==> src/design/rhh_pkg.sv <==
// ----------------------------------------------------------------------------
// rhh_pkg: shared definitions for the Robin Hood hash table unit
// Operation and status codes, port widths and the controller/datapath
// command and status bundles.
// ----------------------------------------------------------------------------
package rhh_pkg;

   localparam int CAPACITY_DEF = 1024;

   localparam int FUNC_W    = 3;
   localparam int WORD_W    = 32;
   localparam int ORD_W     = 10;
   localparam int STATUS_W  = 2;
   localparam int ENTRIES_W = 11;

   // operation codes
   localparam logic [FUNC_W-1:0] FUNC_SET   = 3'd0;
   localparam logic [FUNC_W-1:0] FUNC_GET   = 3'd1;
   localparam logic [FUNC_W-1:0] FUNC_DEL   = 3'd2;
   localparam logic [FUNC_W-1:0] FUNC_KEYAT = 3'd3;
   localparam logic [FUNC_W-1:0] FUNC_CLEAR = 3'd4;

   // result status codes
   localparam logic [STATUS_W-1:0] ST_DONE     = 2'd0;
   localparam logic [STATUS_W-1:0] ST_FOUND    = 2'd1;
   localparam logic [STATUS_W-1:0] ST_NOTFOUND = 2'd2;
   localparam logic [STATUS_W-1:0] ST_FULL     = 2'd3;

   // result data capture select
   localparam logic [2:0] RES_NONE = 3'd0;
   localparam logic [2:0] RES_ZERO = 3'd1;
   localparam logic [2:0] RES_ONES = 3'd2;
   localparam logic [2:0] RES_KEY  = 3'd3;
   localparam logic [2:0] RES_VAL  = 3'd4;

   typedef struct packed {
      logic                load;       // capture request, start at home slot
      logic                rd_idx;     // read slot at probe index
      logic                rd_next;    // read slot after probe index
      logic                wr_place;   // write carried entry at probe index
      logic                wr_update;  // write new value over matching slot
      logic                wr_shift;   // pull next slot back, advance index
      logic                wr_free;    // mark probe slot empty
      logic                wr_clr;     // sweep: mark sweep slot empty
      logic                swap;       // take resident entry as carry
      logic                advance;    // step probe index and distance
      logic                cnt_inc;
      logic                cnt_dec;
      logic                cnt_zero;
      logic                scan_step;  // ordinal scan: issue read and count
      logic [2:0]          res_sel;
      logic                rsp_load;
      logic [STATUS_W-1:0] rsp_status;
   } rhh_cmd_type;

   typedef struct packed {
      logic used;
      logic key_eq;
      logic dist_less;
      logic shift_stop;
      logic full;
      logic scan_hit;
      logic scan_done;
      logic clr_last;
      logic out_free;
   } rhh_sts_type;

endpackage

==> src/design/rhh_ctrl.sv <==
// ----------------------------------------------------------------------------
// rhh_ctrl: operation sequencer
// Steps each operation through its probe, shift, scan or sweep and issues
// datapath commands.
// ----------------------------------------------------------------------------
module rhh_ctrl
   import rhh_pkg::*;
(
   input  logic              clock,
   input  logic              reset,
   input  logic              req_valid,
   input  logic [FUNC_W-1:0] req_func,
   output logic              req_stall,
   output rhh_cmd_type       cmd,
   input  rhh_sts_type       sts
);

   localparam logic [3:0] S_INIT = 4'd0;
   localparam logic [3:0] S_IDLE = 4'd1;
   localparam logic [3:0] S_SRD  = 4'd2;
   localparam logic [3:0] S_SEV  = 4'd3;
   localparam logic [3:0] S_FRD  = 4'd4;
   localparam logic [3:0] S_FEV  = 4'd5;
   localparam logic [3:0] S_DRD  = 4'd6;
   localparam logic [3:0] S_DEV  = 4'd7;
   localparam logic [3:0] S_SCAN = 4'd8;
   localparam logic [3:0] S_CLR  = 4'd9;
   localparam logic [3:0] S_RESP = 4'd10;

   logic [3:0]          state_ff, state_in;
   logic [FUNC_W-1:0]   op_ff, op_in;
   logic [STATUS_W-1:0] status_ff, status_in;

   assign req_stall = (state_ff != S_IDLE);

   // next state and commands
   always_comb begin
      state_in  = state_ff;
      op_in     = op_ff;
      status_in = status_ff;
      cmd       = '0;
      cmd.rsp_status = status_ff;
      case (state_ff)
         S_INIT: begin
            cmd.wr_clr = 1'b1;
            if (sts.clr_last) begin
               state_in = S_IDLE;
            end
         end
         S_IDLE: begin
            if (req_valid) begin
               cmd.load = 1'b1;
               op_in    = req_func;
               case (req_func)
                  FUNC_SET: begin
                     if (sts.full) begin
                        status_in   = ST_FULL;
                        cmd.res_sel = RES_ZERO;
                        state_in    = S_RESP;
                     end else begin
                        state_in = S_SRD;
                     end
                  end
                  FUNC_GET, FUNC_DEL: state_in = S_FRD;
                  FUNC_KEYAT:         state_in = S_SCAN;
                  FUNC_CLEAR:         state_in = S_CLR;
                  default: begin
                     status_in   = ST_DONE;
                     cmd.res_sel = RES_ZERO;
                     state_in    = S_RESP;
                  end
               endcase
            end
         end
         S_SRD: begin
            cmd.rd_idx = 1'b1;
            state_in   = S_SEV;
         end
         S_SEV: begin
            if (!sts.used) begin
               cmd.wr_place = 1'b1;
               cmd.cnt_inc  = 1'b1;
               cmd.res_sel  = RES_ZERO;
               status_in    = ST_DONE;
               state_in     = S_RESP;
            end else if (sts.key_eq) begin
               cmd.wr_update = 1'b1;
               cmd.res_sel   = RES_ZERO;
               status_in     = ST_FOUND;
               state_in      = S_RESP;
            end else begin
               // displace a richer resident and carry it on
               if (sts.dist_less) begin
                  cmd.wr_place = 1'b1;
                  cmd.swap     = 1'b1;
               end
               cmd.advance = 1'b1;
               state_in    = S_SRD;
            end
         end
         S_FRD: begin
            cmd.rd_idx = 1'b1;
            state_in   = S_FEV;
         end
         S_FEV: begin
            if (!sts.used) begin
               status_in   = ST_NOTFOUND;
               cmd.res_sel = (op_ff == FUNC_GET) ? RES_ONES : RES_ZERO;
               state_in    = S_RESP;
            end else if (sts.key_eq) begin
               if (op_ff == FUNC_GET) begin
                  status_in   = ST_FOUND;
                  cmd.res_sel = RES_VAL;
                  state_in    = S_RESP;
               end else begin
                  cmd.rd_next = 1'b1;
                  state_in    = S_DEV;
               end
            end else begin
               cmd.advance = 1'b1;
               state_in    = S_FRD;
            end
         end
         S_DRD: begin
            cmd.rd_next = 1'b1;
            state_in    = S_DEV;
         end
         S_DEV: begin
            if (sts.shift_stop) begin
               cmd.wr_free = 1'b1;
               cmd.cnt_dec = 1'b1;
               cmd.res_sel = RES_ZERO;
               status_in   = ST_FOUND;
               state_in    = S_RESP;
            end else begin
               cmd.wr_shift = 1'b1;
               state_in     = S_DRD;
            end
         end
         S_SCAN: begin
            cmd.scan_step = 1'b1;
            if (sts.scan_hit) begin
               cmd.res_sel = RES_KEY;
               status_in   = ST_FOUND;
               state_in    = S_RESP;
            end else if (sts.scan_done) begin
               cmd.res_sel = RES_ZERO;
               status_in   = ST_NOTFOUND;
               state_in    = S_RESP;
            end
         end
         S_CLR: begin
            cmd.wr_clr = 1'b1;
            if (sts.clr_last) begin
               cmd.cnt_zero = 1'b1;
               cmd.res_sel  = RES_ZERO;
               status_in    = ST_DONE;
               state_in     = S_RESP;
            end
         end
         S_RESP: begin
            if (sts.out_free) begin
               cmd.rsp_load = 1'b1;
               state_in     = S_IDLE;
            end
         end
         default: state_in = S_INIT;
      endcase
   end

   // state registers
   always_ff @(posedge clock) begin
      if (reset) begin
         state_ff <= S_INIT;
      end else begin
         state_ff <= state_in;
      end
      op_ff     <= op_in;
      status_ff <= status_in;
   end

endmodule

==> config.mk <==
export PLATFORM = sky130hd
export DESIGN_NAME = rhh_ctrl
export DESIGN_NICKNAME = d
export VERILOG_FILES = /design/src/design/rhh_pkg.sv /design/src/design/rhh_ctrl.sv
export SDC_FILE = /design/constraint.sdc
export NUM_CORES = 1
export LEC_CHECK = 0
export ABC_AREA = 1
export BUFFER_PORTS_ARGS = -buffer_cell sky130_fd_sc_hd__buf_4
export CORE_UTILIZATION = 43
export CTS_CLUSTER_SIZE = 28
export DETAILED_ROUTE_END_ITERATION = 6
export PLACE_DENSITY = 0.76
export SLEW_MARGIN = 20
export SYNTH_ARGS = -nofsm -noshare
export SYNTH_HDL_FRONTEND = slang
export SYNTH_SLANG_ARGS = --single-unit
==> constraint.sdc <==
create_clock -name clock -period 1.2 [get_ports clock]
set_input_delay 0.3 -clock clock [delete_from_list [all_inputs] [get_ports clock]]
set_output_delay 0.3 -clock clock [all_outputs]
set_load 0.02 [all_outputs]
==> impl_metrics.ini, run 1 <==
[synth]
muxShareOfSynthArea_pct = 0
yosys-top-cells-count = 32 x nand2_1, 23 x nor2_1, 19 x inv_1
synth-edff-count = 5
yosysTopAreaCell = edfxtp_1
synthAdderAreaFrac_pct = 0
synth_xor_area_share_pct = 0
synthCells = 144
synthSimpleGateAreaFrac_pct = 48.2
ys_ff_latch = 9
synth_top_area_share_pct = 16.4
yosysSeqAreaShare_pct = 25.2
synth_compound_area_share_pct = 10.8
yosysWarnings = 0
synth_most_common_cell = nand2_1
synthTopCellsByArea = edfxtp_1 16%, nand2_1 13%, nor2_1 9.4%
synth_nets = 159
synth-main-ff-cell = edfxtp_1
synth.avg_cell_area_um2 = 6.35
synth_cell_types = 25
synth_area_um2 = 915
synthArstFlopShare_pct = 0
synth_top_family_by_area = simple AND/OR/NAND/NOR gates

[status]
haltStage = global routing
error = [ERROR DPL-0038] Utilization greater than 100%, impossible to legalize
outcome = aborted with a tool error

[clocking]
cts_sinks = 9
cts_buffers = 3
cts-root-buf = clkbuf_4
cts_buffer_depth = 2
htreeDepth = 1

[floorplan]
die_y_um = 48.1
row_count = 16
start_util_pct = 46.1
pin_count = 36
die_w_um = 48.1

[global_routing]
grt_max_degree = 7

[placement]
gp_congestion = 0.872
hpwl_um = 2530
io_buffers = 35
dpl_cell_area_mm2 = 0.00159

[sta]
worstEndpointType = output port
worst_endpoint = cmd[3]
==> kinds of logic after synthesis <==
kind of cell           Yosys count
AOI/OAI and AO/OA               16
DFF                              9
and+or+nand+nor                 89
buffers and inverters           30
==> per-stage QoR <==
| step | utilization (%) | hold WS, ns | instances | setup TNS (ns) | worst slack [ns] |
|---|---|---|---|---|---|
| after CTS | 94.2 | 0.209 | 262 | -10.01 | -0.563 |
| after detailed placement | 80.2 | 0.482 | 247 | -4.87 | -0.368 |
| after floorplan | - | 0.355 | 144 | -1.28 | -0.242 |
| after global placement | 80.2 | 0.477 | 247 | -4.04 | -0.342 |
==> what timing repair did <==
action / 4_1_cts
resized for setup: 51
pin swaps: 14
buffers inserted: 11
endpoints found under the setup margin: 30
cloned: 0
hold buffers: 0
==> inputs of run 2 (changes only) <==
--- a/config.mk
+++ b/config.mk
@@ -7,10 +7,10 @@
 export LEC_CHECK = 0
 export ABC_AREA = 1
 export BUFFER_PORTS_ARGS = -buffer_cell sky130_fd_sc_hd__buf_4
-export CORE_UTILIZATION = 43
-export CTS_CLUSTER_SIZE = 28
+export CORE_AREA = 2 2 63 65
 export DETAILED_ROUTE_END_ITERATION = 6
-export PLACE_DENSITY = 0.76
+export DIE_AREA = 0 0 65 67
+export PLACE_DENSITY_LB_ADDON = 0.15
 export SLEW_MARGIN = 20
 export SYNTH_ARGS = -nofsm -noshare
 export SYNTH_HDL_FRONTEND = slang
==> constraint.sdc (replaced) <==
create_clock -name clock -period 1.6 [get_ports clock]
set_input_delay 0.4 -clock clock [delete_from_list [all_inputs] [get_ports clock]]
set_output_delay 0.4 -clock clock [all_outputs]
set_load 0.02 [all_outputs]
==> run 2 against run 1 <==
Compared with the run above: synthesized cell count unchanged; the flow now finishes, with violations (setup timing); area after synthesis unchanged.
==> impl_metrics.ini, run 2 <==
[min_path]
worstHoldPathType = in -> reg
min-delay-start = reset
worstHoldEndpoint = state_ff[0]
min_path_cells = 2

[critical_path]
r2r-end = status_ff[1]
endpoint_kind = primary output
start_kind = flip-flop
crit_type = reg -> out
crit_path_max_fanout = 4
r2r_setup_slack_ns = -0.07
r2r.worst_path.cells = 11
cp.arrival_ns = 1.47
worstPathRequired_ns = 1.20
r2r-start = state_ff[2]

[synth]
synth_area_um2 = 915
synth_cell_types = 25
yosysTopAreaCell = edfxtp_1
yosys-top-cells-count = 32 x nand2_1, 23 x nor2_1, 19 x inv_1
ys_ff_latch = 9
yosysWarnings = 0
synth-edff-count = 5
synth_top_area_share_pct = 16.4
synthArstFlopShare_pct = 0
yosysSeqAreaShare_pct = 25.2
synthCells = 144
synth-main-ff-cell = edfxtp_1
synth_most_common_cell = nand2_1
synth.avg_cell_area_um2 = 6.35
synthTopCellsByArea = edfxtp_1 16%, nand2_1 13%, nor2_1 9.4%
synth_nets = 159

[global_routing]
grt_pass1_vias = 1154
grt_max_degree = 8
grt_usage_pct = 15.8
grt_pass1_wl_um = 5190
antenna_found_initial = 0
grt_overflow_total = 0

[sta]
period_share_pct = 117
finalClockSkew_ns = 0.00123
worst_slew_pin_slew_ns = 0.250
drv_slew = 0
slew-limit-headroom_pct = 83.2
fin_ws_ns = -0.269
rsz0062_at_grt = true
setup_viol = 20
finalHoldViolations = 0
fmax_mhz = 535
fin_crit_ns = 1.87

[floorplan]
die_w_um = 65
row_count = 22
die_y_um = 67
pin_count = 36
start_util_pct = 25.4
core_mm2 = 0.00361
die_area_mm2 = 0.00436

[routing]
finalWirelength_um = 3330
wl_per_cell_um = 12.0
vias_per_cell = 4.37
drc = 0
ant_nets = 0
num_vias = 1215
drt_iter0_markers = 42
first_pass_iters = 4

[placement]
dpl_cell_area_mm2 = 0.00146
dp_cells = 259
gp_congestion = 0.856
io_buffers = 35
hpwl_um = 2500

[run]
max-cap-violations = 0

[final_layout]
layoutNonFillerInstCount = 278
reg_top3 = state_ff (4), op_ff (3), status_ff (2)
final_layout_size_suffix_gt1_share_pct = 62.2
final_cell_mix = 71 x buf_4, 27 x nand2_1, 17 x inv_1
final_area_mm2 = 0.00183
regMostFlops = state_ff
syn_to_final_growth_pct = 99.7
largest_register_ff_count = 4
layout_commonest_cell = buf_4
layout.nets = 246
utilization_pct = 50.7
n_antenna_cell = 0

[clocking]
cts_buffers = 3
cts_buffer_depth = 2
ctsHoldBuffers = 0
clkTransAtPathRegs_ns = 0.05
cts-root-buf = clkbuf_8
htreeDepth = 1
insertion_delay_ns = 0.24
cts_sinks = 9
cts_tree = done

[status]
outcome = finished with violations
violations = setup timing

[power]
leakagePower_nw = 0.926
ir_drop_mv = 0.961
powerDensity_mw_per_mm2 = 1300
[run 2: cell counts after synthesis]
Identical to the previous run, type by type.
[run 2: cell families after synthesis]
| family | after synthesis | share of synthesized area [%] |
|---|---|---|
| DFF | 9 | 25.2 |
| AOI/OAI and AO/OA | 16 | 10.8 |
| buffers and inverters | 30 | 15.9 |
| and+or+nand+nor | 89 | 48.2 |
[run 2: worst max-delay path by stage]
stage                     slack, ns  cells past startpoint      to   startpoint
final                         -0.27                      8  cmd[3]  state_ff[2]
after floorplan               -0.06                      7  cmd[3]  state_ff[1]
after CTS                     -0.24                      8  cmd[3]  state_ff[2]
after detailed placement      -0.17                      9  cmd[3]  req_func[1]
after global placement        -0.16                      9  cmd[3]  req_func[1]
after global routing          -0.33                      8  cmd[3]  state_ff[2]
[run 2: routing by layer]
metal	up-vias	part of all wire, %	global-route usage [%]
li1	626	-	-
met1	553	40	17.7
met2	30	54	28.4
met3	6	4.4	3.89
met4	0	1.7	6.65
met5	-	0	0
[run 2: worst max-delay path: stages (launching register included)]
cell,delay (ns)
dfxtp_4,0.37
inv_2,0.05
nand2_2,0.09
inv_4,0.06
nand2_2,0.10
nor2_4,0.05
nor3b_2,0.19
o2111ai_2,0.14
buf_4,0.19
[run 2: area by class of cell]
class	count	area (um^2)
clock buffers	4	45.0
flip-flops and latches	9	243
well taps	48	60.1
fillers	372	1780
multi-input cells	105	687
repair buffers	84	679
inverters	28	113
[run 2: repair_timing]
item / in CTS / in global routing
buffers inserted: 10 / 7
setup endpoints to repair: 20 / 22
gates resized for setup: 32 / 25
pin swaps: 11 / 10
[run 2: power by group]
| group | internal (W) | switching, W |
|---|---|---|
| sequential | 0.000343 | 0.0000633 |
| clock | 0.000175 | 0.0000999 |
| combinational | 0.000804 | 0.000894 |
| total | 0.00132 | 0.00106 |
[run 2: per-stage QoR]
stage	setup TNS [ns]	power, W	setup slack [ns]	hold WS (ns)
CTS	-1.79	0.00220	-0.240	0.339
global route	-3.60	0.00256	-0.330	0.343
finish	-2.00	0.00238	-0.269	0.340
floorplan	-0.0557	0.00112	-0.0557	0.462
global placement	-0.218	0.00167	-0.162	0.538
detailed placement	-0.253	0.00168	-0.169	0.544
Power figures use the tool's default switching activity.
==> inputs of run 3 (changes only) <==
--- a/config.mk
+++ b/config.mk
@@ -11,7 +11,9 @@
 export DETAILED_ROUTE_END_ITERATION = 6
 export DIE_AREA = 0 0 65 67
 export PLACE_DENSITY_LB_ADDON = 0.15
+export SKIP_CTS_REPAIR_TIMING = 1
 export SLEW_MARGIN = 20
 export SYNTH_ARGS = -nofsm -noshare
 export SYNTH_HDL_FRONTEND = slang
 export SYNTH_SLANG_ARGS = --single-unit
+export TNS_END_PERCENT = 20
==> run 3 against run 2 <==
Compared with the run above: the run still ends with setup timing left; clock skew increased by 0.00060 ns; cell count fell by 3.2%; critical path type unchanged; flip-flop and latch count did not move; global-route usage is 1.4 points lower; worst hold slack improved by 0.0040 ns; combinational power is 13% lower; critical path depth grew 1; clock-buffer cell count did not move; design area fell by 8.7%; wire length fell by 8.4%; largest power group unchanged; highest routed layer unchanged.
==> impl_metrics.ini, run 3 (same netlist as run 2, synthesis figures left out) <==
[final_layout]
final_layout_size_suffix_gt1_share_pct = 58.4
largest_register_ff_count = 4
seqCellArea_um2 = 240
reg_top3 = state_ff (4), op_ff (3), status_ff (2)
final_area_mm2 = 0.00167
syn_to_final_growth_pct = 82.4
regMostFlops = state_ff
utilization_pct = 46.3
n_antenna_cell = 0
multi_input_area_um2 = 621
nFillCells = 390
layout.nets = 237
final_cell_mix = 68 x buf_4, 29 x nand2_1, 17 x inv_1
layout_commonest_cell = buf_4

[power]
leakagePower_nw = 0.866
intPower_w = 0.00120
p_sw_w = 0.000951
pwr-share-seq_pct = 18.5
powerDensity_mw_per_mm2 = 1290
clockPowerShare_pct = 12.4
swShare_pct = 44.2
ir_drop_mv = 0.829
comb_power_share_pct = 69.0

[sta]
drv_slew = 0
fmax_mhz = 541
holdWs_ns = 0.344
fin_crit_ns = 1.85
fin_setup_tns_ns = -1.80
setup_viol = 16
finalHoldViolations = 0
period_share_pct = 116
finalClockSkew_ns = 0.00183
worst_slew_pin_slew_ns = 0.255
slew-limit-headroom_pct = 82.8
fin_ws_ns = -0.249
rsz0062_at_grt = true

[placement]
dpl_cell_area_mm2 = 0.00146
hpwl_um = 2500
gp_congestion = 0.856
place_ws_ns = -0.169
io_buffers = 35

[critical_path]
crit_path_max_fanout = 4
cp.arrival_ns = 1.45
crit_type = reg -> out
cp_slowest_cell = dfxtp_4
crit_family = buffers and inverters
worstPathRequired_ns = 1.20
endpoint_kind = primary output
cpPeakStageDelay_ns = 0.36
cp_cell_sequence = inv_4, buf_4, nand2_4, nor2_4, inv_2, nor2_4, nand2_1, o2111ai_2, buf_4
start_kind = flip-flop
r2r_setup_slack_ns = 0.05
critPathBufInv = 4

[clocking]
cts_buffers = 3
cts-root-buf = clkbuf_8
insertion_delay_ns = 0.23
htreeDepth = 1
cts_tree = done
clkTransAtPathRegs_ns = 0.04
cts_sinks = 9
cts_buffer_depth = 2

[routing]
num_vias = 1178
wl_per_cell_um = 11.3
drc = 0
drt_iter0_markers = 46
ant_nets = 0
vias_per_cell = 4.38
first_pass_iters = 4
finalWirelength_um = 3050

[run]
max-cap-violations = 0

[floorplan]
core_mm2 = 0.00361
die_w_um = 65
die_y_um = 67
row_count = 22
pin_count = 36
start_util_pct = 25.4
die_area_mm2 = 0.00436

[min_path]
worstHoldPathType = in -> reg

[status]
violations = setup timing
outcome = finished with violations

[global_routing]
grt_pass1_wl_um = 4680
antenna_found_initial = 0
grt_usage_pct = 14.4
grt_max_degree = 8
grt_overflow_total = 0
grt_pass1_vias = 1054
==> run 3: cell count changes in the layout (fill, tap and decap cells not counted), sizes merged <==
cell / previous run / this run
buf: 84 / 75
==> run 3: path summary, 6_finish.rpt <==
path / endpoint / cells past startpoint / startpoint
max: cmd[3] / 9 / state_ff[3]
min: state_ff[0] / 2 / reset
max reg2reg: status_ff[1] / 9 / state_ff[3]
min reg2reg: state_ff[3] / 2 / state_ff[3]
==> run 3: layout make-up <==
class                      count  share of cell area (%)
multi-input combinational    105                    37.2
tap                           48                    3.60
clock buffer                   4                    2.70
inverter                      28                    6.75
timing repair buffer          75                    35.3
sequential                     9                    14.4
==> run 3: power groups by stage <==
stage                     clock network [W]  registers, W  logic, W
after detailed placement                  0      0.000386   0.00129
final                              0.000268      0.000399   0.00148
after floorplan                           0      0.000414  0.000703
after global routing               0.000289      0.000405   0.00164
after CTS                          0.000277      0.000382   0.00130
after global placement                    0      0.000386   0.00128
==> run 3: metrics by stage <==
step | std cells | total power [W]
after floorplan | 144 | 0.00112
final | 269 | 0.00215
after detailed placement | 259 | 0.00168
after global routing | 269 | 0.00233
after CTS | 263 | 0.00196
after global placement | 259 | 0.00167
==> run 3: per-layer routing <==
metal	wire length, um	part of all wire, %	track usage [%]
met5	0	0	0
met4	70	2.3	6.38
met3	162	5.3	3.89
met2	1540	50	24.1
met1	1280	42	17.1
